## src/hdl/int2p_pkg.sv

```systemverilog
package int2p_pkg;

	localparam int WORD_BITS = 32;
	localparam int RADIX_MAX = 5;
	localparam int DIGIT_BITS = 5;
	localparam logic [7:0] BUF_RESET = 8'd34;
	localparam logic [7:0] CHAR_MINUS = 8'h2D;
	localparam logic [7:0] CHAR_ZERO = 8'h30;
	localparam logic [7:0] CHAR_ALPHA = 8'h41;
	localparam logic [7:0] CHAR_NONE = 8'h00;

	typedef enum logic [1:0] {
		ST_OK        = 2'd0,
		ST_BAD_BASE  = 2'd1,
		ST_BUF_SMALL = 2'd2
	} status_t;

	typedef enum logic [1:0] {
		S_IDLE,
		S_LOAD,
		S_DIGIT
	} conv_state_t;

	// 0-9 then A-V
	function automatic logic [7:0] digit_glyph(input logic [DIGIT_BITS-1:0] d);
		logic [7:0] ch;
		if (d < 5'd10) begin
			ch = CHAR_ZERO + {3'b000, d};
		end else begin
			ch = CHAR_ALPHA + {3'b000, d} - 8'd10;
		end
		return ch;
	endfunction

endpackage

```

## src/hdl/int2p_in_if.sv

```systemverilog
interface int2p_in_if import int2p_pkg::*; #(
	parameter int WordBits = WORD_BITS
) ();
	logic                       valid;
	logic                       ready;
	logic signed [WordBits-1:0] value;
	logic [2:0]                 radix_bits;

	modport source (output valid, output value, output radix_bits, input ready);
	modport sink (input valid, input value, input radix_bits, output ready);
endinterface

```

## src/hdl/int2p_out_if.sv

```systemverilog
interface int2p_out_if import int2p_pkg::*; ();
	logic       valid;
	logic       ready;
	logic [7:0] char_out;
	logic [1:0] status;
	logic       last;

	modport source (output valid, output char_out, output status, output last, input ready);
	modport sink (input valid, input char_out, input status, input last, output ready);
endinterface

```

## src/hdl/int2p_digit_sr.sv

```systemverilog
module int2p_digit_sr import int2p_pkg::*; #(
	parameter int WordBits = WORD_BITS
) (
	input  logic                  clk,
	input  logic                  arst_n,
	input  logic                  load,
	input  logic                  advance,
	input  logic [WordBits-1:0]   mag,
	input  logic [2:0]            radix,
	output logic [DIGIT_BITS-1:0] digit,
	output logic                  last_digit
);
	localparam int SrBits = WordBits + DIGIT_BITS - 1;
	localparam int CntBits = $clog2(WordBits + 1);
	localparam int Nd1 = WordBits;
	localparam int Nd2 = (WordBits + 1) / 2;
	localparam int Nd3 = (WordBits + 2) / 3;
	localparam int Nd4 = (WordBits + 3) / 4;
	localparam int Nd5 = (WordBits + 4) / 5;
	localparam int Pad2 = Nd2 * 2 - WordBits;
	localparam int Pad3 = Nd3 * 3 - WordBits;
	localparam int Pad4 = Nd4 * 4 - WordBits;
	localparam int Pad5 = Nd5 * 5 - WordBits;

	logic [SrBits-1:0]     sr_q;
	logic [CntBits-1:0]    cnt_q;
	logic [2:0]            radix_q;
	logic [CntBits-1:0]    nd;
	logic [2:0]            pad;
	logic [DIGIT_BITS-1:0] top;

	// digit count and zero padding above the msb for each radix
	always_comb begin
		unique case (radix)
			3'd2: begin
				nd  = CntBits'(Nd2);
				pad = 3'(Pad2);
			end
			3'd3: begin
				nd  = CntBits'(Nd3);
				pad = 3'(Pad3);
			end
			3'd4: begin
				nd  = CntBits'(Nd4);
				pad = 3'(Pad4);
			end
			3'd5: begin
				nd  = CntBits'(Nd5);
				pad = 3'(Pad5);
			end
			default: begin
				nd  = CntBits'(Nd1);
				pad = 3'd0;
			end
		endcase
	end

	assign top        = sr_q[SrBits-1 -: DIGIT_BITS];
	assign digit      = top >> (3'(DIGIT_BITS) - radix_q);
	assign last_digit = (cnt_q == CntBits'(1));

	always_ff @(posedge clk or negedge arst_n) begin
		if (!arst_n) begin
			cnt_q   <= '0;
			radix_q <= 3'd1;
		end else if (load) begin
			cnt_q   <= nd;
			radix_q <= radix;
		end else if (advance) begin
			cnt_q <= cnt_q - CntBits'(1);
		end
	end

	// magnitude aligned so the first digit sits in the top bits
	always_ff @(posedge clk) begin
		if (load) begin
			sr_q <= SrBits'(mag) << (3'(DIGIT_BITS - 1) - pad);
		end else if (advance) begin
			sr_q <= sr_q << radix_q;
		end
	end
endmodule

```

## src/hdl/int_to_pow2_base_ascii.sv

```systemverilog
// int_to_pow2_base_ascii: signed integer to ascii text in base 2^r, msd first
// sequence: the load state emits a minus sign, or a zero or error result that ends the item;
// the digit state then drops leading zero digits without a transfer and emits the rest
// throughput: one character per cycle unless the sink stalls or a leading zero is skipped,
// set by the digit shift register stepping r bits; a new item waits for the idle state
// reset: arst_n clears control and returns buffer_size to 34; no clearing pass
module int_to_pow2_base_ascii import int2p_pkg::*; #(
	parameter int WordBits = WORD_BITS
) (
	input  logic        clk,
	input  logic        arst_n,
	input  logic        cfg_we,
	input  logic [7:0]  cfg_wdata,
	int2p_in_if.sink    in_ch,
	int2p_out_if.source out_ch
);
	localparam logic [7:0] MinBuf = 8'(WordBits + 2);

	conv_state_t state_q, state_nxt;

	// configuration
	logic [7:0] buf_size_q;

	// captured input item
	logic [WordBits-1:0] value_q;
	logic [2:0]          radix_q;

	// output register, parts the converter from the sink
	logic       out_valid_q;
	logic [7:0] char_q;
	status_t    status_q;
	logic       last_q;

	logic                  started_q;
	logic                  slot_free;
	logic                  neg;
	logic [WordBits-1:0]   mag;
	logic                  bad_base;
	logic                  buf_small;
	logic                  mag_zero;
	logic                  single_result;
	logic [DIGIT_BITS-1:0] digit;
	logic                  last_digit;
	logic                  skip;
	logic                  sr_load;
	logic                  sr_advance;
	logic                  emit;
	logic [7:0]            emit_char;
	status_t               emit_status;
	logic                  emit_last;

	assign in_ch.ready     = (state_q == S_IDLE);
	assign out_ch.valid    = out_valid_q;
	assign out_ch.char_out = char_q;
	assign out_ch.status   = status_q;
	assign out_ch.last     = last_q;

	// output register can take a character this cycle
	assign slot_free = !out_valid_q || out_ch.ready;

	// sign and magnitude; the most negative value wraps to its exact magnitude
	assign neg       = value_q[WordBits-1];
	assign mag       = neg ? (~value_q + WordBits'(1)) : value_q;
	assign mag_zero  = (mag == '0);
	assign bad_base  = (radix_q == 3'd0) || (radix_q > 3'(RADIX_MAX));
	assign buf_small = (buf_size_q < MinBuf);

	// error results and zero each give one character only
	assign single_result = bad_base || buf_small || mag_zero;

	// leading zero digits are dropped without a transfer
	assign skip = (digit == '0) && !started_q && !last_digit;

	int2p_digit_sr #(
		.WordBits(WordBits)
	) u_digit_sr (
		.clk       (clk),
		.arst_n    (arst_n),
		.load      (sr_load),
		.advance   (sr_advance),
		.mag       (mag),
		.radix     (radix_q),
		.digit     (digit),
		.last_digit(last_digit)
	);

	// next state
	always_comb begin
		state_nxt = state_q;
		unique case (state_q)
			S_IDLE: begin
				if (in_ch.valid) begin
					state_nxt = S_LOAD;
				end
			end
			S_LOAD: begin
				if (slot_free) begin
					state_nxt = single_result ? S_IDLE : S_DIGIT;
				end
			end
			S_DIGIT: begin
				if (!skip && slot_free && last_digit) begin
					state_nxt = S_IDLE;
				end
			end
			default: begin
				state_nxt = S_IDLE;
			end
		endcase
	end

	// outputs of the sequencer
	always_comb begin
		sr_load     = 1'b0;
		sr_advance  = 1'b0;
		emit        = 1'b0;
		emit_char   = CHAR_NONE;
		emit_status = ST_OK;
		emit_last   = 1'b0;
		unique case (state_q)
			S_IDLE: begin
			end
			S_LOAD: begin
				sr_load = slot_free;
				if (bad_base) begin
					emit        = slot_free;
					emit_status = ST_BAD_BASE;
					emit_last   = 1'b1;
				end else if (buf_small) begin
					emit        = slot_free;
					emit_status = ST_BUF_SMALL;
					emit_last   = 1'b1;
				end else if (mag_zero) begin
					emit      = slot_free;
					emit_char = CHAR_ZERO;
					emit_last = 1'b1;
				end else if (neg) begin
					emit      = slot_free;
					emit_char = CHAR_MINUS;
				end
			end
			S_DIGIT: begin
				sr_advance = skip || slot_free;
				emit       = !skip && slot_free;
				emit_char  = digit_glyph(digit);
				emit_last  = last_digit;
			end
			default: begin
			end
		endcase
	end

	always_ff @(posedge clk or negedge arst_n) begin
		if (!arst_n) begin
			state_q     <= S_IDLE;
			buf_size_q  <= BUF_RESET;
			out_valid_q <= 1'b0;
			started_q   <= 1'b0;
		end else begin
			state_q <= state_nxt;
			if (cfg_we) begin
				buf_size_q <= cfg_wdata;
			end
			if (emit) begin
				out_valid_q <= 1'b1;
			end else if (out_ch.ready) begin
				out_valid_q <= 1'b0;
			end
			if (sr_load) begin
				started_q <= 1'b0;
			end else if (state_q == S_DIGIT && emit) begin
				started_q <= 1'b1;
			end
		end
	end

	// payload registers
	always_ff @(posedge clk) begin
		if (in_ch.valid && in_ch.ready) begin
			value_q <= in_ch.value;
			radix_q <= in_ch.radix_bits;
		end
		if (emit) begin
			char_q   <= emit_char;
			status_q <= emit_status;
			last_q   <= emit_last;
		end
	end
endmodule
```

## src/flat_wrapper.sv

```systemverilog
// flat-port wrapper written by rule: the top's interface ports become plain ports
module int_to_pow2_base_ascii_flat import int2p_pkg::*;
#(
	parameter int WordBits = WORD_BITS
)
  (clk, arst_n, cfg_we, cfg_wdata, in_ch_valid, in_ch_value, in_ch_radix_bits, in_ch_ready, out_ch_valid, out_ch_char_out, out_ch_status, out_ch_last, out_ch_ready);
  int2p_in_if #(.WordBits(WordBits)) in_ch_i ();
  int2p_out_if out_ch_i ();
  input  logic clk;
  input  logic arst_n;
  input  logic cfg_we;
  input  logic [7:0] cfg_wdata;
  input wire logic [$bits(in_ch_i.valid)-1:0] in_ch_valid;
  input wire logic [$bits(in_ch_i.value)-1:0] in_ch_value;
  input wire logic [$bits(in_ch_i.radix_bits)-1:0] in_ch_radix_bits;
  output wire logic [$bits(in_ch_i.ready)-1:0] in_ch_ready;
  output wire logic [$bits(out_ch_i.valid)-1:0] out_ch_valid;
  output wire logic [$bits(out_ch_i.char_out)-1:0] out_ch_char_out;
  output wire logic [$bits(out_ch_i.status)-1:0] out_ch_status;
  output wire logic [$bits(out_ch_i.last)-1:0] out_ch_last;
  input wire logic [$bits(out_ch_i.ready)-1:0] out_ch_ready;
  assign in_ch_i.valid = in_ch_valid;
  assign in_ch_i.value = in_ch_value;
  assign in_ch_i.radix_bits = in_ch_radix_bits;
  assign in_ch_ready = in_ch_i.ready;
  assign out_ch_valid = out_ch_i.valid;
  assign out_ch_char_out = out_ch_i.char_out;
  assign out_ch_status = out_ch_i.status;
  assign out_ch_last = out_ch_i.last;
  assign out_ch_i.ready = out_ch_ready;
  int_to_pow2_base_ascii #(.WordBits(WordBits)) u_core (.clk(clk), .arst_n(arst_n), .cfg_we(cfg_we), .cfg_wdata(cfg_wdata), .in_ch(in_ch_i), .out_ch(out_ch_i));
endmodule
```

## config.mk

```make
export PLATFORM = sky130hd
export DESIGN_NAME = int_to_pow2_base_ascii_flat
export DESIGN_NICKNAME = d
export VERILOG_FILES = /design/src/hdl/int2p_pkg.sv /design/src/hdl/int2p_in_if.sv /design/src/hdl/int2p_out_if.sv /design/src/hdl/int2p_digit_sr.sv /design/src/hdl/int_to_pow2_base_ascii.sv /design/src/flat_wrapper.sv
export SDC_FILE = /design/constraint.sdc
export NUM_CORES = 1
export LEC_CHECK = 0
export BUFFER_PORTS_ARGS = -buffer_cell sky130_fd_sc_hd__buf_2
export CORE_ASPECT_RATIO = 1.5
export CORE_MARGIN = 2
export CORE_UTILIZATION = 50
export CTS_CLUSTER_DIAMETER = 80
export CTS_CLUSTER_SIZE = 30
export DETAILED_ROUTE_END_ITERATION = 7
export GPL_ROUTABILITY_DRIVEN = 0
export PLACE_DENSITY = 0.71
export SLEW_MARGIN = 20
export SYNTH_ARGS = -nofsm -noshare
export SYNTH_HDL_FRONTEND = slang
export SYNTH_SLANG_ARGS = --single-unit
```

## constraint.sdc

```tcl
create_clock -name clk -period 3.5 [get_ports clk]
set_input_delay 0.175 -clock clk [delete_from_list [all_inputs] [get_ports clk]]
set_output_delay 0.175 -clock clk [all_outputs]
set_load 0.05 [all_outputs]
```

==> results by group, run 1 <==
Run status
  • Result of the run: finished, final reports clean

Global routing
  • Total routing resource utilization after global routing: 22.9%
  • Overall overflow remaining after global route: 0
  • Met1 global-route usage: 24.4%
  • Wire length of the first global-routing pass: 27500 um
  • Pin count of the biggest net entering global routing: 56
  • Global Route met3 Usage: 3.47%
  • Met2 global-route usage: between 40% and 50%
  • Via count of the first global-routing pass: about 6000
  • Antenna violations before repair: 0
  • Layer carrying the most global-route usage: met2

Clock network
  • Clock tree root buffer cell: clkbuf_16
  • Total number of clock tree sinks: between 100 and 150
  • Clock transition at the registers of the reported paths: 0.07 ns
  • Clock latency of the later-clocked register in the worst-skew pair: 0.35 ns
  • CTS tree: done
  • Max Buffers Root-to-Sink: 2
  • Number of buffers inserted during clock tree synthesis: 9
  • H-Tree Depth: 3

Floorplanning
  • Starting density of the core: 50.6%
  • Number of top-level pins: 61
  • DIE HEIGHT: 149 um
  • Die outline area: 15000 um2
  • Rows: 53
  • Floorplan die width: 101 um
  • Placeable core area: roughly 14000 um2

Critical path
  • Path type of the worst setup path: flop to flop
  • Top fanout value on the critical path: 8
  • Worst R2R End: u_core.out_ch.char_out[6]
  • Slack of the worst reg-to-reg path: between 0.07 and 0.08 ns
  • Req. time, crit path: about 3.6 ns
  • Startpoint type of the worst setup path: flop
  • Crit Reg-Reg Startpoint: u_core.value_q[1]
  • Worst reg2reg path depth: 14
  • CP Capture Type: flop
  • Endpoint arrival time on the critical path: 3.49 ns

Power and ir drop
  • Combinational fraction of design power: 54.3%
  • Static leakage: 3.16 nW
  • IR Drop Worst-Case VDD: 421 uV
  • Sequential cell fraction of total power: 32.7%
  • Total power of the final layout: 7.29 mW
  • P per Cell Area: roughly 870 nW/um2
  • Share of total power in the clock network: a little over an eighth
  • Total net switching power: slightly above 3 mW
  • Switching Share: 42.8%
  • Internal power consumption: between 4 and 5 mW

Timing
  • Setup violation total in the final timing report: 0
  • Max Transition Viols Final: 0
  • F_max: just under 300 MHz
  • Setup repair after global routing missed its margin: yes
  • Period utilization: 97.7%
  • Max Clock Skew: 0.0122 ns
  • Count of endpoints failing hold in the final timing report: 0
  • Total negative slack for setup checks: 0 ns
  • Time the worst path needs with I/O delays and setup: 3.42 ns
  • Pin slew with the least headroom to its limit: 0.795 ns
  • Max-slew headroom: 46.9%

Hold path
  • Hold-critical path depth: 1
  • Hold_sp: in_ch_value[8]
  • Path category of the worst min-delay check: primary input to flop
  • Worst Hold Endpoint: u_core.value_q[8]

Routing
  • Remaining DRCs: 0
  • DRT Wirelength: 17300 um
  • DR vias: 5999
  • DRC violation total after the first TritonRoute iteration: about 370
  • Routed wirelength normalized by instance count: 17.9 um
  • Number of vias per cell: roughly 6
  • Number of iterations in the first detailed-routing pass: 6
  • Antenna Violating Nets Remaining: 0

Synth
  • Commonest register cell after synthesis: edfxtp_1
  • Flops & latches, synth: 101
  • Synth Instances: 700
  • Compound-gate portion of the synthesized area: 17.2%
  • Post-synthesis cell type with the largest combined area: edfxtp_1
  • Share of async-settable or async-resettable flops after synthesis: 19.8%
  • Share of the synthesized netlist area taken by xor and xnor gates: 5.22%
  • Dominant combinational cell family by area after synthesis: compound AO/OA/AOI/OAI gates
  • Mean cell area of the mapped netlist: approximately 10 um2
  • Total standard cell area after synthesis: 7020 um2
  • Count of flip-flops with a built-in enable after synthesis: 81
  • Sequential area share after synthesis: 41.8%
  • Fraction of the mapped netlist area in adder cells: 1.43%
  • Area share of the largest cell type after synthesis: 34.7%
  • Number of warnings issued by yosys: 0
  • Simple-Gate Fraction of Synth Area: 16.1%
  • Portion of netlist area occupied by mux cells: approximately 14%
  • Number of unique standard cell types used by synthesis: 64
  • Mapped Nets: 756
  • Cell types with the largest area share after synthesis: edfxtp_1 35%, mux2i_1 7.3%, dfrtp_1 6.1%, mux4_2 5.5%, a21oi_1 3.6%

Placement
  • Placed inst area: between 7000 and 8000 um2
  • Detail Placement HPWL: roughly 13000 um
  • Port Buffers: 58

Final layout
  • Final antenna diode count: 0
  • Ratio of cells with drive above 1 in the final layout: 25.6%
  • Number of nets in the layout: 856
  • Filler cell count in the final layout: 1130
  • Post-route standard cell area excluding fillers: between 8000 and 9000 um2
  • Relative area change from synthesis to final layout: 19.8%

Job
  • Total of max-cap violations: 0
[cell usage in the layout (no fill, tap or decap), drive strengths merged, types with 8 or more instances in the layout]
| cell type | netlist | final |
|---|---|---|
| ha | 8 | 8 |
| o31ai | 8 | 8 |
| mux2i | 51 | 51 |
| o22ai | 28 | 28 |
| a21oi | 50 | 50 |
| nor2 | 56 | 56 |
| a211oi | 22 | 22 |
| nor4 | 12 | 12 |
| dfrtp | 17 | 17 |
| nor2b | 15 | 15 |
| dlygate4sd3 | 0 | 19 |
| xnor2 | 15 | 15 |
| clkbuf | 44 | 9 |
| nand2 | 61 | 61 |
| inv | 13 | 17 |
| mux4 | 17 | 17 |
| xor2 | 26 | 26 |
| nor3 | 21 | 21 |
| mux2 | 10 | 10 |
| buf | 11 | 125 |
| edfxtp | 81 | 81 |
| o21ai | 34 | 34 |
[timing repair]
| action | CTS | global route |
|---|---|---|
| resized for setup | 1 | 24 |
| hold buffers | 16 | 3 |
| hold endpoints to repair | 32 | 3 |
| cloned | 0 | 1 |
| pin swaps | 0 | 15 |
| setup endpoints to repair | 15 | 18 |
| setup buffers | 0 | 12 |
[layer usage]
metal	vias up	share of wire, %
li1	2859	-
met1	2914	38
met2	174	55
met3	52	3.4
met4	0	3.2
met5	-	0
[registers in the layout, summed over array words and instances, names as in the netlist]
signal and cells:
u_core.u_digit_sr.sr_q 36, u_core.value_q 32, u_core.buf_size_q 7, u_core.out_ch.char_out 7, u_core.u_digit_sr.cnt_q 6, u_core.radix_q 3, u_core.u_digit_sr.radix_q 3, u_core.out_ch.status 2
u_core.state_q 2, u_core.out_ch.last 1, u_core.out_ch.valid 1, u_core.started_q 1
[synth_stat cells, drive strengths merged (17+ instances only)]
cell and instances:
o22ai 28, xor2 26, a211oi 22, mux4 17
mux2i 51, clkbuf 44, nor2 56, nand2 61
o21ai 34, a21oi 50, edfxtp 81, nor3 21
dfrtp 17
[cell families after synthesis]
family / after synthesis
buffers and inverters: 68
multiplexers: 78
XOR/XNOR: 41
AND/OR/NAND/NOR: 222
adder cells (fa/ha/maj): 8
other: 1
AO/OA/AOI/OAI: 181
flip-flops: 101
[worst max path at each step]
stage | startpoint | cells after the start | slack [ns] | endpoint
6_report | u_core.value_q[1] | 14 | 0.08 | u_core.out_ch.char_out[6]
2_1_floorplan | u_core.value_q[14] | 10 | 0.14 | u_core.out_ch.char_out[0]
3_5_place_dp | u_core.value_q[0] | 12 | -0.04 | u_core.out_ch.status[0]
5_1_grt | u_core.value_q[1] | 13 | -0.10 | u_core.out_ch.char_out[6]
3_3_place_gp | u_core.value_q[0] | 12 | 0.03 | u_core.out_ch.char_out[5]
4_1_cts | u_core.value_q[2] | 10 | 0.01 | u_core.out_ch.char_out[6]
[cell type report]
cell class	count	area [um2]	area share, %
Multi-Input combinational cell	531	3900	46.4
Sequential cell	101	2940	35.0
Timing Repair Buffer	144	1030	12.2
Clock buffer	9	225	2.68
Tap cell	165	206	2.46
Clock inverter	7	55.1	0.655
Inverter	13	48.8	0.581
[power groups by stage]
stage                     registers [mW]  clock network, mW  logic, mW
after floorplan                     2.37                  0       2.85
after global placement              2.36                  0       3.74
after detailed placement            2.39                  0       3.84
after CTS                           2.37              0.965       3.87
after global routing                2.43               1.01       4.33
final                               2.38              0.948       3.96
[worst max-delay path: stages (launching register included)]
cell	delay (ns)
edfxtp_1	0.46
inv_2	0.11
ha_4	0.15
nor3b_4	0.22
nand4_1	0.13
buf_6	0.17
buf_6	0.11
or4_4	0.52
nand2_2	0.06
a31oi_1	0.07
a2111oi_1	0.34
buf_4	0.18
nand4_1	0.19
a21oi_2	0.29
buf_6	0.15
[through the flow]
step | setup WS [ns] | hold WS (ns) | utilization, % | instances
finish | 0.0789 | 0.00429 | 60.6 | 970
global route | -0.102 | -0.000746 | 60.6 | 970
CTS | 0.0129 | 0.000174 | 59.0 | 954
detailed placement | -0.0389 | 0.149 | 55.8 | 922
global placement | 0.0292 | 0.135 | 55.8 | 922
floorplan | 0.143 | -0.121 | - | 700
Power figures use the tool's default switching activity.
==> inputs of run 2 (changes only) <==
RECOVER_POWER = 50   (was unset)
==> run 2 against run 1 <==
  * Critical path depth is the same
  * Clock-buffer cell count did not move
  * Die area is the same
  * Flip-flop and latch count unchanged
  * Setup slack better by 0.0025 ns
  * Combinational power about the same
==> results by group, run 2 (synthesis gave the netlist of run 1 again) <==
Power and ir drop
  • P per Cell Area: 867 nW/um2 (about the same)
  • Total power of the final layout: 7.29 mW (about the same)
  • IR Drop Worst-Case VDD: 420 uV (was 421 uV)
  • Static leakage: 3.16 nW (about the same)

Global routing
  • Wire length of the first global-routing pass: 27500 um (unchanged)
  • Antenna violations before repair: 0 (unchanged)
  • Via count of the first global-routing pass: 5997 (unchanged)
  • Pin count of the biggest net entering global routing: 56 (unchanged)
  • Overall overflow remaining after global route: 0 (unchanged)
  • Total routing resource utilization after global routing: 22.9% (unchanged)

Critical path
  • CP Capture Type: flop (unchanged)
  • Startpoint type of the worst setup path: flop (unchanged)
  • Req. time, crit path: 3.57 ns (about the same)
  • Worst reg2reg path depth: 14 (unchanged)
  • Critical path capture point: u_core.out_ch.char_out[6] (unchanged)
  • Path type of the worst setup path: flop to flop (unchanged)
  • Slack of the worst reg-to-reg path: 0.08 ns (about the same)
  • Worst R2R End: u_core.out_ch.char_out[6] (unchanged)
  • Endpoint arrival time on the critical path: 3.49 ns (about the same)
  • Source of the critical timing path: u_core.value_q[1] (unchanged)
  • Crit Reg-Reg Startpoint: u_core.value_q[1] (unchanged)
  • Top fanout value on the critical path: 8 (unchanged)

Final layout
  • Sequential cell area in the final layout: 2940 um2 (unchanged)
  • Biggest register: u_core.u_digit_sr.sr_q (unchanged)
  • Most frequent standard cell in the layout excluding fill and tap cells: edfxtp_1 (unchanged)
  • Number of nets in the layout: 856 (unchanged)
  • Footprint of the multi-input gates: 3900 um2 (unchanged)
  • Number of flip-flops under the largest register name: 36 (unchanged)
  • Largest registers: u_core.u_digit_sr.sr_q x36, u_core.value_q x32 (unchanged)
  • Final antenna diode count: 0 (unchanged)
  • Filler cell count in the final layout: 1131 (was 1130)
  • Most frequent cells in the layout: 81 x edfxtp_1, 58 x nand2_1, 58 x buf_2, 58 x buf_4, 56 x nor2_1 (was 81 x edfxtp_1, 59 x buf_2, 58 x nand2_1, 58 x buf_4, 56 x nor2_1)
  • Relative area change from synthesis to final layout: 19.7% (was 19.8%)
  • Ratio of cells with drive above 1 in the final layout: 25.5% (was 25.6%)
  • Final core occ: 60.6% (about the same)

Floorplanning
  • Number of top-level pins: 61 (unchanged)
  • Starting density of the core: 50.6% (unchanged)
  • Placeable core area: 13900 um2 (unchanged)
  • Rows: 53 (unchanged)
  • Floorplan die width: 101 um (unchanged)
  • Die outline area: 15000 um2 (unchanged)
  • DIE HEIGHT: 149 um (unchanged)

Timing
  • Setup violation total in the final timing report: 0 (unchanged)
  • Max Clock Skew: 0.0122 ns (about the same)
  • F_max: 293 MHz (was 292 MHz)
  • Period utilization: 97.7% (about the same)
  • Total negative slack for setup checks: 0 ns (unchanged)
  • Setup repair after global routing missed its margin: yes (unchanged)
  • Count of endpoints failing hold in the final timing report: 0 (unchanged)
  • Max-slew headroom: 25.3% (was 46.9%)
  • Pin slew with the least headroom to its limit: 1.12 ns (was 0.795 ns)
  • Max Transition Viols Final: 0 (unchanged)
  • Time the worst path needs with I/O delays and setup: 3.42 ns (about the same)
  • Final worst hold slack: 0.00401 ns (was 0.00429 ns)

Routing
  • DRT Wirelength: 17300 um (about the same)
  • Antenna Violating Nets Remaining: 0 (unchanged)
  • Number of iterations in the first detailed-routing pass: 6 (unchanged)
  • DR vias: 5993 (was 5999)
  • Routed wirelength normalized by instance count: 17.9 um (about the same)
  • Number of vias per cell: 6.18 (about the same)
  • Remaining DRCs: 0 (unchanged)
  • DRC violation total after the first TritonRoute iteration: 379 (was 373)

Clock network
  • H-Tree Depth: 3 (unchanged)
  • Max Buffers Root-to-Sink: 2 (unchanged)
  • Clock latency of the later-clocked register in the worst-skew pair: 0.35 ns (about the same)
  • Total number of clock tree sinks: 101 (unchanged)
  • Clock tree root buffer cell: clkbuf_16 (unchanged)
  • Number of buffers inserted during clock tree synthesis: 9 (unchanged)
  • Clock transition at the registers of the reported paths: 0.07 ns (about the same)
  • CTS tree: done (unchanged)

Hold path
  • Path category of the worst min-delay check: primary input to flop (unchanged)

Placement
  • Detail Placement HPWL: 12600 um (unchanged)
  • Port Buffers: 58 (unchanged)

Job
  • Total of max-cap violations: 0 (unchanged)

Run status
  • Result of the run: finished, final reports clean (unchanged)
[run 2: final cells by class]
type                       count  area share (%)
clock buffer                   9            2.68
clock inverter                 7           0.655
inverter                      13           0.581
multi-input combinational    531            46.4
sequential                   101            35.0
tap                          165            2.46
timing repair buffer         144            12.2
[run 2: layer usage]
layer	track usage, %	vias up	wire (um)
li1	-	2858	-
met1	24.4	2911	6640
met2	44.2	174	9570
met3	3.47	50	585
met4	8.56	0	530
met5	0	-	0
[run 2: per-stage QoR]
| stage | std cells | setup WS, ns | instance area [um2] |
|---|---|---|---|
| finish | 970 | 0.0814 | 8400 |
| global route | 970 | -0.102 | 8400 |
| CTS | 954 | 0.0129 | 8180 |
| detailed placement | 922 | -0.0389 | 7740 |
| global placement | 922 | 0.0292 | 7740 |
| floorplan | 700 | 0.143 | 7020 |
[run 2: power breakdown]
| part | total (mW) | internal (mW) | leakage, nW | switching, mW |
|---|---|---|---|---|
| sequential | 2.38 | 2.00 | 1.01 | 0.387 |
| combinational | 3.96 | 1.68 | 2.01 | 2.27 |
| clock | 0.948 | 0.493 | 0.140 | 0.455 |
| total | 7.29 | 4.17 | 3.16 | 3.12 |
[run 2: critical path, cell delays in order (launching register included)]
cell and delay, ns:
edfxtp_1 0.46, inv_2 0.11, ha_4 0.15, nor3b_4 0.22
nand4_1 0.13, buf_6 0.17, buf_6 0.11, or4_4 0.52
nand2_2 0.06, a31oi_1 0.07, a2111oi_1 0.34, buf_4 0.18
nand4_1 0.19, a21oi_2 0.29, buf_6 0.15
[run 2: repair_timing]
| item | CTS | global route |
|---|---|---|
| hold buffers | 16 | 3 |
| resized for setup | 1 | 24 |
| hold endpoints to repair | 32 | 3 |
| buffers inserted | 0 | 12 |
| cloned | 0 | 1 |
| pin swaps | 0 | 15 |
| endpoints found under the setup margin | 15 | 18 |
[run 2: worst min path at each step]
stage,startpoint,endpoint,slack (ns),depth (start not counted)
2_1_floorplan,arst_n,u_core.buf_size_q[2],-0.12,0
3_3_place_gp,arst_n,u_core.buf_size_q[7],0.13,1
3_5_place_dp,arst_n,u_core.buf_size_q[7],0.15,1
4_1_cts,in_ch_value[8],u_core.value_q[8],0.0002,1
5_1_grt,in_ch_radix_bits[0],u_core.radix_q[0],-0.0007,1
6_report,in_ch_value[8],u_core.value_q[8],0.004,1
==> inputs of run 3 (changes only) <==
PLACE_DENSITY = 0.69   (was 0.71)
clock period = 4.01 ns   (was 3.5 ns; I/O delays follow)
==> run 3 against run 2 <==
  * The run now ends with capacitance limit, slew limit left
  * Highest routed layer unchanged
  * Sequential share of layout area rose by 2.7 points
  * Global-route usage decreased by 1.3 points
  * Clock power is 6.0% lower
  * Final cell count shrank 6.3%
==> results by group, run 3 (synthesis gave the netlist of run 1 again) <==
Run status
  • Result of the run: finished, violations left (was finished, final reports clean)
  • Failing checks: capacitance limit, slew limit

Final layout
  • Biggest register: u_core.u_digit_sr.sr_q (unchanged)
  • Number of flip-flops under the largest register name: 36 (unchanged)
  • Most frequent standard cell in the layout excluding fill and tap cells: edfxtp_1 (unchanged)
  • Post-route standard cell area excluding fillers: 7810 um2 (was 8400 um2)
  • Most frequent cells in the layout: 81 x edfxtp_1, 60 x nand2_1, 56 x nor2_1, 51 x mux2i_1, 50 x a21oi_1 (was 81 x edfxtp_1, 58 x nand2_1, 58 x buf_2, 58 x buf_4, 56 x nor2_1)
  • Ratio of cells with drive above 1 in the final layout: 18.4% (was 25.5%)
  • Number of nets in the layout: 795 (was 856)
  • Relative area change from synthesis to final layout: 11.3% (was 19.7%)
  • Final antenna diode count: 0 (unchanged)
  • Final core occ: 56.4% (was 60.6%)
  • Largest registers: u_core.u_digit_sr.sr_q x36, u_core.value_q x32 (unchanged)
  • Filler cell count in the final layout: 1188 (was 1131)

Critical path
  • Endpoint arrival time on the critical path: 3.78 ns (was 3.49 ns)
  • Delay of the slowest cell on the worst path: 0.55 ns (was 0.52 ns)
  • Top fanout value on the critical path: 19 (was 8)
  • Req. time, crit path: 4.06 ns (was 3.57 ns)
  • Cell chain of the critical path: inv_1, ha_1, nor3b_1, nand4_1, buf_4, or4_1, xor2_1, o21ai_0, nor4b_4, nand4_1, a21oi_1, buf_4 (was inv_2, ha_4, nor3b_4, nand4_1, buf_6, buf_6, or4_4, nand2_2, a31oi_1, a2111oi_1, buf_4, nand4_1, a21oi_2, buf_6)
  • Worst path slowest cell: or4_1 (was or4_4)
  • Startpoint type of the worst setup path: flop (unchanged)
  • Path type of the worst setup path: flop to flop (unchanged)
  • CP Capture Type: flop (unchanged)

Timing
  • Count of endpoints failing hold in the final timing report: 0 (unchanged)
  • Max-slew headroom: -18.5% (was 25.3%)
  • Max Transition Viols Final: 36 (was 0)
  • Total negative slack for setup checks: 0 ns (unchanged)
  • Time the worst path needs with I/O delays and setup: 3.73 ns (was 3.42 ns)
  • Period utilization: 92.9% (was 97.7%)
  • F_max: 268 MHz (was 293 MHz)
  • Setup repair after global routing missed its margin: no (was yes)
  • Setup violation total in the final timing report: 0 (unchanged)
  • Pin slew with the least headroom to its limit: 1.78 ns (was 1.12 ns)
  • Max Clock Skew: 0.0123 ns (was 0.0122 ns)

Power and ir drop
  • P per Cell Area: 798 nW/um2 (was 867 nW/um2)
  • Static leakage: 2.82 nW (was 3.16 nW)
  • IR Drop Worst-Case VDD: 329 uV (was 420 uV)

Floorplanning
  • Die outline area: 15000 um2 (unchanged)
  • Placeable core area: 13900 um2 (unchanged)
  • DIE HEIGHT: 149 um (unchanged)
  • Rows: 53 (unchanged)
  • Number of top-level pins: 61 (unchanged)
  • Floorplan die width: 101 um (unchanged)
  • Starting density of the core: 50.6% (unchanged)

Routing
  • Number of iterations in the first detailed-routing pass: 5 (was 6)
  • DRC violation total after the first TritonRoute iteration: 296 (was 379)
  • Antenna Violating Nets Remaining: 0 (unchanged)
  • Remaining DRCs: 0 (unchanged)
  • DRT Wirelength: 16000 um (was 17300 um)
  • Number of vias per cell: 6.27 (was 6.18)
  • Routed wirelength normalized by instance count: 17.6 um (was 17.9 um)
  • DR vias: 5702 (was 5993)

Placement
  • Placed inst area: 7490 um2 (was 7740 um2)
  • Detail Placement HPWL: 11900 um (was 12600 um)
  • Port Buffers: 58 (unchanged)

Clock network
  • Clock latency of the later-clocked register in the worst-skew pair: 0.35 ns (about the same)
  • Max Buffers Root-to-Sink: 2 (unchanged)
  • Clock tree root buffer cell: clkbuf_16 (unchanged)
  • Setup bufs post-CTS: 0 (unchanged)
  • Clock transition at the registers of the reported paths: 0.07 ns (about the same)
  • H-Tree Depth: 3 (unchanged)
  • Total number of clock tree sinks: 101 (unchanged)
  • CTS tree: done (unchanged)
  • Number of buffers inserted during clock tree synthesis: 9 (unchanged)

Global routing
  • Via count of the first global-routing pass: 5495 (was 5997)
  • Global Route met3 Usage: 3.70% (was 3.47%)
  • Overall overflow remaining after global route: 0 (unchanged)
  • Wire length of the first global-routing pass: 25700 um (was 27500 um)
  • Layer carrying the most global-route usage: met2 (unchanged)
  • Met2 global-route usage: 40.0% (was 44.2%)
  • Total routing resource utilization after global routing: 21.6% (was 22.9%)
  • Met1 global-route usage: 23.6% (was 24.4%)
  • Pin count of the biggest net entering global routing: 38 (was 56)
  • Antenna violations before repair: 0 (unchanged)

Job
  • Total of max-cap violations: 1 (was 0)

Hold path
  • Path category of the worst min-delay check: primary input to flop (unchanged)
[run 3: critical path, delay by kind of cell (launching register included)]
kind            cells  cell delay, ns
buf+inv             3            0.56
fa+ha+maj           1            0.23
compound gates      2            0.49
flops               1            0.44
xor+xnor            1            0.16
simple gates        5            1.53
[run 3: cell type report]
class,count,area [um2],area share [%]
Tap cell,165,206,2.64
Multi-Input combinational cell,531,3830,49.1
Inverter,13,48.8,0.625
Clock inverter,5,46.3,0.593
Sequential cell,101,2940,37.6
Timing Repair Buffer,83,473,6.06
Clock buffer,11,264,3.38
[run 3: layer usage]
metal  share of wire, %  vias up  wire, um
li1                   -     2737         -
met3                4.2       34       670
met5                  0        -         0
met4                2.9        0       459
met2                 54      184      8710
met1                 39     2747      6180
[run 3: what timing repair did]
item	4_1_cts	5_1_grt
hold buffers	1	0
endpoints found under the hold margin	17	0
resized for setup	0	3
endpoints found under the setup margin	0	14
[run 3: final timing paths]
check                                   from                           end  slack (ns)  cells past startpoint
max                        u_core.value_q[0]     u_core.out_ch.char_out[1]        0.28                     12
min                           in_ch_value[2]             u_core.value_q[2]        0.02                      1
max reg2reg                u_core.value_q[0]     u_core.out_ch.char_out[1]        0.28                     12
min reg2reg                 u_core.started_q              u_core.started_q        0.50                      2
max in group asynchronous             arst_n  u_core.u_digit_sr.radix_q[1]        2.65                      2
min in group asynchronous             arst_n    u_core.u_digit_sr.cnt_q[5]        0.61                      2
[run 3: power breakdown]
part | internal (mW) | switching [mW] | total [mW]
clock network | 0.487 | 0.404 | 0.891
logic | 1.34 | 1.84 | 3.18
registers | 1.75 | 0.419 | 2.17
[run 3: through the flow]
step / cells / setup WS, ns / power [mW] / hold WS [ns]
after global routing: 909 / 0.0202 / 6.66 / 0.00583
final: 909 / 0.283 / 6.23 / 0.0217
after detailed placement: 892 / 0.217 / 5.33 / 0.181
after CTS: 909 / 0.196 / 6.24 / 0.0129
after global placement: 892 / 0.339 / 5.24 / 0.168
after floorplan: 700 / 0.474 / 4.56 / -0.0951
